**src/design/cfc_pkg.sv**
```systemverilog
// Shared types, constants and the CRC-16/ARC byte update for the command
// frame checker. No dependencies; every other design file imports this one.
`default_nettype none

package cfc_pkg;

  // Longest frame accepted; longer frames are rejected.
  localparam int unsigned MAX_FRAME_BYTES = 4096;
  // Position counter saturates at MAX_FRAME_BYTES, so it must hold that value.
  localparam int unsigned POS_W = $clog2(MAX_FRAME_BYTES + 1);

  typedef logic [POS_W-1:0] pos_t;

  // Frame field values
  localparam logic [7:0]  CODEC_ID   = 8'h0C;
  localparam logic [7:0]  QTY_ONE    = 8'h01;
  localparam logic [7:0]  CMD_TYPE   = 8'h05;
  localparam logic [7:0]  ALIAS_HEAD = 8'hAC;
  localparam logic [7:0]  ALIAS_C0   = 8'hC0;
  localparam logic [7:0]  ALIAS_C1   = 8'hC1;
  localparam logic [7:0]  CHAR_LO    = 8'd32;
  localparam logic [7:0]  CHAR_HI    = 8'd126;
  localparam logic [7:0]  CHAR_SPACE = 8'd32;
  localparam logic [15:0] CRC_POLY   = 16'hA001;

  // Result kinds
  localparam logic KIND_BYTE    = 1'b0;
  localparam logic KIND_VERDICT = 1'b1;

  typedef enum logic [1:0] {
    VERDICT_REJECT = 2'd0,
    VERDICT_TEXT   = 2'd1,
    VERDICT_ACC0   = 2'd2,
    VERDICT_ACC1   = 2'd3
  } verdict_t;

  // One received byte
  typedef struct packed {
    logic [7:0] in_byte;
    logic       frame_end;
  } in_item_t;

  // One result
  typedef struct packed {
    logic       kind;
    logic [7:0] cmd_byte;
    verdict_t   verdict;
  } out_item_t;

  // Result of processing one byte: whether a result is produced, and what
  typedef struct packed {
    logic      valid;
    out_item_t item;
  } step_res_t;

  // CRC-16/ARC update by one byte, reflected, eight shift steps unrolled
  function automatic logic [15:0] crc_arc_byte(input logic [15:0] crc_in,
                                               input logic [7:0]  data);
    logic [15:0] c;
    c = crc_in ^ {8'h00, data};
    for (int k = 0; k < 8; k++) begin
      if (c[0]) begin
        c = (c >> 1) ^ CRC_POLY;
      end else begin
        c = c >> 1;
      end
    end
    return c;
  endfunction

endpackage

`default_nettype wire

```
**src/design/cfc_frame.sv**
```systemverilog
// Frame state and per-byte checks of the command frame checker: field
// parsing, CRC-16/ARC, command echo and the final verdict. Depends on cfc_pkg.
`default_nettype none

module cfc_frame (
  input  wire logic              clk,
  input  wire logic              rst,
  input  wire logic              step,
  input  wire cfc_pkg::in_item_t item,
  output cfc_pkg::step_res_t     res
);
  import cfc_pkg::*;

  localparam pos_t POS_LEN     = pos_t'(4);
  localparam pos_t POS_CODEC   = pos_t'(8);
  localparam pos_t POS_QTY     = pos_t'(9);
  localparam pos_t POS_TYPE    = pos_t'(10);
  localparam pos_t POS_CLEN    = pos_t'(11);
  localparam pos_t POS_CLEN_LS = pos_t'(14);
  localparam pos_t POS_CMD     = pos_t'(15);
  localparam pos_t POS_MAX     = pos_t'(MAX_FRAME_BYTES);

  // Frame state registers
  pos_t        byte_position;
  logic [31:0] data_length;
  logic [31:0] command_length;
  logic [15:0] crc_accumulator;
  logic [31:0] received_crc;
  logic        frame_failed;
  logic        all_printable;
  logic        seen_nonspace;
  logic [7:0]  first_cmd_byte;
  logic [7:0]  second_cmd_byte;

  pos_t        byte_position_next;
  logic [31:0] data_length_next;
  logic [31:0] command_length_next;
  logic [15:0] crc_accumulator_next;
  logic [31:0] received_crc_next;
  logic        frame_failed_next;
  logic        all_printable_next;
  logic        seen_nonspace_next;
  logic [7:0]  first_cmd_byte_next;
  logic [7:0]  second_cmd_byte_next;

  logic [31:0] pos32;
  logic [31:0] off_data;
  logic [31:0] off_cmd;
  logic [7:0]  b;
  logic        echo;
  logic        len_ok;
  verdict_t    verdict;

  assign b        = item.in_byte;
  assign pos32    = 32'(byte_position);
  assign off_data = pos32 - 32'd8;
  assign off_cmd  = pos32 - 32'd15;

  // Per-byte field checks and state update
  always_comb begin
    byte_position_next   = byte_position;
    data_length_next     = data_length;
    command_length_next  = command_length;
    crc_accumulator_next = crc_accumulator;
    received_crc_next    = received_crc;
    frame_failed_next    = frame_failed;
    all_printable_next   = all_printable;
    seen_nonspace_next   = seen_nonspace;
    first_cmd_byte_next  = first_cmd_byte;
    second_cmd_byte_next = second_cmd_byte;
    echo                 = 1'b0;

    if (byte_position >= POS_MAX) begin
      // too long: counter stays saturated
      frame_failed_next = 1'b1;
    end else begin
      if (byte_position < POS_LEN) begin
        if (b != 8'h00) frame_failed_next = 1'b1;
      end else if (byte_position < POS_CODEC) begin
        data_length_next = {data_length[23:0], b};
      end else if (off_data < data_length) begin
        crc_accumulator_next = crc_arc_byte(crc_accumulator, b);
      end else begin
        received_crc_next = {received_crc[23:0], b};
      end

      if (byte_position == POS_CODEC && b != CODEC_ID) frame_failed_next = 1'b1;
      if (byte_position == POS_QTY && b != QTY_ONE) frame_failed_next = 1'b1;
      if (byte_position == POS_TYPE && b != CMD_TYPE) frame_failed_next = 1'b1;

      if (byte_position >= POS_CLEN && byte_position <= POS_CLEN_LS) begin
        command_length_next = {command_length[23:0], b};
      end

      // command length must be nonzero and match data length less eight
      if (byte_position == POS_CLEN_LS) begin
        if (command_length_next == 32'd0 || data_length < 32'd8 ||
            command_length_next != data_length - 32'd8) begin
          frame_failed_next = 1'b1;
        end
      end

      if (byte_position >= POS_CMD) begin
        if (off_cmd < command_length) begin
          if (off_cmd == 32'd0) first_cmd_byte_next = b;
          if (off_cmd == 32'd1) second_cmd_byte_next = b;
          if (b < CHAR_LO || b > CHAR_HI) all_printable_next = 1'b0;
          if (b != CHAR_SPACE) seen_nonspace_next = 1'b1;
          echo = 1'b1;
        end else if (off_cmd == command_length) begin
          if (b != QTY_ONE) frame_failed_next = 1'b1;
        end
      end

      byte_position_next = byte_position + pos_t'(1);
    end
  end

  // Verdict from the state as it stands after this byte
  assign len_ok = ({1'b0, pos32} + 33'd1) == ({1'b0, data_length_next} + 33'd12);

  always_comb begin
    verdict = VERDICT_REJECT;
    if (!frame_failed_next && len_ok &&
        received_crc_next == {16'h0000, crc_accumulator_next}) begin
      if (command_length_next == 32'd2 && first_cmd_byte_next == ALIAS_HEAD &&
          (second_cmd_byte_next == ALIAS_C0 || second_cmd_byte_next == ALIAS_C1)) begin
        verdict = (second_cmd_byte_next == ALIAS_C1) ? VERDICT_ACC1 : VERDICT_ACC0;
      end else if (all_printable_next && seen_nonspace_next) begin
        verdict = VERDICT_TEXT;
      end
    end
  end

  // Result: verdict on the last byte, otherwise echo of a command byte
  always_comb begin
    res = '0;
    if (item.frame_end) begin
      res.valid        = 1'b1;
      res.item.kind    = KIND_VERDICT;
      res.item.verdict = verdict;
    end else if (echo) begin
      res.valid         = 1'b1;
      res.item.kind     = KIND_BYTE;
      res.item.cmd_byte = b;
      res.item.verdict  = VERDICT_REJECT;
    end
  end

  // State registers; everything returns to reset after a verdict
  always_ff @(posedge clk) begin
    if (rst || (step && item.frame_end)) begin
      byte_position   <= '0;
      data_length     <= '0;
      command_length  <= '0;
      crc_accumulator <= '0;
      received_crc    <= '0;
      frame_failed    <= 1'b0;
      all_printable   <= 1'b1;
      seen_nonspace   <= 1'b0;
      first_cmd_byte  <= '0;
      second_cmd_byte <= '0;
    end else if (step) begin
      byte_position   <= byte_position_next;
      data_length     <= data_length_next;
      command_length  <= command_length_next;
      crc_accumulator <= crc_accumulator_next;
      received_crc    <= received_crc_next;
      frame_failed    <= frame_failed_next;
      all_printable   <= all_printable_next;
      seen_nonspace   <= seen_nonspace_next;
      first_cmd_byte  <= first_cmd_byte_next;
      second_cmd_byte <= second_cmd_byte_next;
    end
  end

endmodule

`default_nettype wire

```
**config.mk**
```make
export PLATFORM = sky130hd
export DESIGN_NAME = cfc_frame
export DESIGN_NICKNAME = d
export VERILOG_FILES = /design/src/design/cfc_pkg.sv /design/src/design/cfc_frame.sv
export SDC_FILE = /design/constraint.sdc
export NUM_CORES = 1
export LEC_CHECK = 0
export BUFFER_PORTS_ARGS = -buffer_cell sky130_fd_sc_hd__buf_4
export CAP_MARGIN = 20
export CORE_MARGIN = 3
export CORE_UTILIZATION = 60
export CTS_CLUSTER_DIAMETER = 120
export CTS_CLUSTER_SIZE = 25
export DETAILED_ROUTE_END_ITERATION = 16
export GPL_ROUTABILITY_DRIVEN = 0
export PLACE_DENSITY = 0.77
export SYNTH_ARGS = -nofsm -noshare
export SYNTH_HDL_FRONTEND = slang
export SYNTH_SLANG_ARGS = --single-unit
```
**constraint.sdc**
```tcl
create_clock -name clk -period 8.9 [get_ports clk]
set_clock_uncertainty 0.1 [all_clocks]
set_input_delay 1.335 -clock clk [delete_from_list [all_inputs] [get_ports clk]]
set_output_delay 1.335 -clock clk [all_outputs]
set_load 0.02 [all_outputs]
```
==> reports/metrics.cfg <==
[die]
rows = 50
die_area_sq_um = 21600
die_w_microns = 147
start_util_pct = 62.5
fp.coreArea_sq_um = 19100
die_y_microns = 147
io_pins = 24

[yosys]
ys_seq_area_share_pct = 24.2
yosys-top-cells-count = 243 x nand2_1, 175 x a21oi_1, 144 x dfxtp_1, 114 x nor2_1, 108 x xnor2_1
synthFlopType = dfxtp_1
synthesis.nets = 1722
yosysTopAreaCell = dfxtp_1
synth_area_leaders = dfxtp_1 24%, xnor2_1 7.9%, nand2_1 7.7%
netlist_area_sq_um = 11900
synth_cell_types = 86
synth_edf_count = 0
ys_async_sr_fraction_pct = 0
avgSynthCellArea_sq_um = 7.20
yosys_register_bits = 144
netlist.area_leader.share_pct = 24.2
ys_warn_count = 0
yosysMostFrequentCell = nand2_1
syn-instance-count = 1656

[cts]
insertion_delay_ns = 0.45
numCtsBuffers = 17
cts-resized-gates = 0
clockRootBuffer = clkbuf_16
cts_tree = yes
clk_pin_slew_worst_paths_ns = 0.06
htreeDepth = 4
holdBufCountCts = 0
cts_setup_buffers = 0
clock_path_buffers = 2
cts.sinks = 144

[power_and_ir_drop]
ir_drop_v = 0.000131
powerDensity_nw_per_um2 = 119
power.leakage_nw = 4.20

[worst_setup_path]
crit_family = simple AND/OR/NAND/NOR gates
required_ns = 7.47
max_stage_delay_ns = 0.65
critPathLaunchType = register
end_kind = primary output
crit_chain = nor4_2 -> and3_1 -> nand2_2 -> nor2_1 -> a21oi_1 -> ha_1 -> nand3b_1 -> nor4_1 -> nand3_1 -> xnor2_1 -> nor4_1 -> o2111ai_1 -> a2111oi_2 -> nand4_1 -> or4_1 -> nor4b_1 -> buf_4
worst_r2r_startpoint = byte_position[4]$_SDFFE_PP0P_
path_common_cell = nor4_1
crit_buf_inv = 1
worstPathMaxFanout = 24
cpMaxStageDelayCell = and3_1
path_class = register to primary output
critPathLaunch = byte_position[6]$_SDFFE_PP0P_
worstPathArrival_ns = 6.62

[finish]
drive_above_1_share_pct = 6.15
fin_area_sq_um = 12600
fin_nets = 1647
regArea_sq_um = 2880
syn2layout_area_growth_pct = 5.37
fillers = 1715
multi_input_area_sq_um = 8230

[sta]
worst_pin_slew_ns = 1.13
setup_viol = 0
slew-limit-headroom_pct = 24.5
slew_violations = 0
hold_viol_final = 0
rsz0062_at_grt = no
max_freq_mhz = 124
min_period_over_period_pct = 90.6
finalCriticalPeriod_ns = 8.06
setup_tns_ns = 0

[drt]
wirelength_mm = 38.1
via_per_inst = 6.71
first_pass_iters = 8
vias = 12500
top_layer = met4
drt_iter0_drc = 1920
ant_nets = 0
routedLengthMet1_mm = 15.6
drc = 0
wl_met3_mm = 4.23
detail_route.wl_per_cell_microns = 20.5
wl_met2_mm = 16.6

[placed_design]
port_buffers = 23
placed_area_sq_um = 11900
dp_hpwl_mm = 26.4

[global_route]
track_usage_pct = 34.3
grt_pass1_vias = 11300
grt_max_degree = 79
antenna_found_initial = 0
overflow = 0
grt_pass1_wl_mm = 60.8

[worst_hold_path]
hold_path.class = register to register
hp-start = crc_accumulator[9]$_SDFFE_PP0P_

[flow_run]
drv_cap = 0

[outcome]
status = finished, final reports clean

## area by class of cell
class                   count  share of cell area, %
diodes                      1                 0.0199
clock inverters            14                   1.16
clock buffers              18                   3.42
repair buffers             34                   2.25
inverters                  71                   2.12
multi-input cells        1313                   65.5
well taps                 260                   2.59
flip-flops and latches    144                   23.0
## where the power goes
group	total (mW)	leakage, nW	switching, mW	internal [mW]
registers	0.652	1.16	0.00620	0.646
clock network	0.721	0.272	0.327	0.394
logic	0.120	2.77	0.0824	0.0378
## state kept, by name (all words and copies together), names as in the netlist
| signal | count |
|---|---|
| first_cmd_byte | 8 |
| data_length | 32 |
| byte_position | 13 |
| command_length | 32 |
| frame_failed | 1 |
| second_cmd_byte | 8 |
| all_printable | 1 |
| crc_accumulator | 16 |
| received_crc | 32 |
| seen_nonspace | 1 |
## placed cells by master, fill, tap and decap left out, types with 6 or more instances in the layout
cell | netlist | layout
o21ai_0 | 44 | 44
mux2i_1 | 41 | 41
nor4_1 | 34 | 34
buf_4 | 5 | 32
nor3_1 | 61 | 61
a31oi_1 | 13 | 13
and2_1 | 13 | 13
and3_1 | 21 | 21
nand2_1 | 243 | 243
dfxtp_1 | 144 | 144
and4_1 | 8 | 8
a211oi_1 | 24 | 24
nor2_1 | 114 | 111
clkbuf_16 | 0 | 17
o211ai_1 | 18 | 18
nand3_1 | 91 | 91
o211a_1 | 7 | 7
xor2_1 | 37 | 37
or4_1 | 6 | 6
o2111ai_1 | 6 | 6
xnor2_1 | 108 | 108
inv_1 | 70 | 70
nor4b_1 | 8 | 8
a21oi_1 | 175 | 175
ha_1 | 54 | 54
nand4_1 | 48 | 48
or3_1 | 20 | 20
## cells by family after synthesis
family                     count (synthesis)  share of synthesized area (%)
AOI/OAI and AO/OA                        360                           18.7
buffers and inverters                    199                           6.96
DFF                                      144                           24.2
muxes                                     43                           3.63
and+or+nand+nor                          709                           29.8
xor gates and xnor gates                 147                           11.0
adders and majority gates                 54                           5.67
## worst paths after layout
check / depth (start not counted) / end / slack, ns
worst max-delay path: 17 / res[1] / 0.84
worst min-delay path: 2 / crc_accumulator[1]$_SDFFE_PP0P_ / 0.36
worst max register to register: 15 / first_cmd_byte[2]$_SDFFE_PP0P_ / 3.55
worst min register to register: 2 / crc_accumulator[1]$_SDFFE_PP0P_ / 0.36
## metrics by stage
stage | util [%] | power [mW] | std cells | setup slack [ns] | hold WS (ns)
global route | 65.8 | 1.53 | 1854 | 0.521 | 0.383
finish | 65.8 | 1.49 | 1855 | 0.840 | 0.358
CTS | 65.6 | 1.49 | 1851 | 1.07 | 0.356
floorplan | - | 0.747 | 1656 | 1.86 | 0.332
detailed placement | 62.5 | 0.781 | 1819 | 1.56 | 0.347
global placement | 62.5 | 0.780 | 1819 | 1.63 | 0.342
## worst min-delay path, cell delays in order (launching register included)
cell	delay (ns)
dfxtp_1	0.31
nand2_1	0.05
a21oi_1	0.05
## per-layer routing
metal,vias up,track usage [%]
met3,161,7.65
met5,-,0
li1,5739,-
met2,781,51.6
met1,5769,47.8
met4,0,14.2
Note: power is estimated with default switching activity, not from simulation.
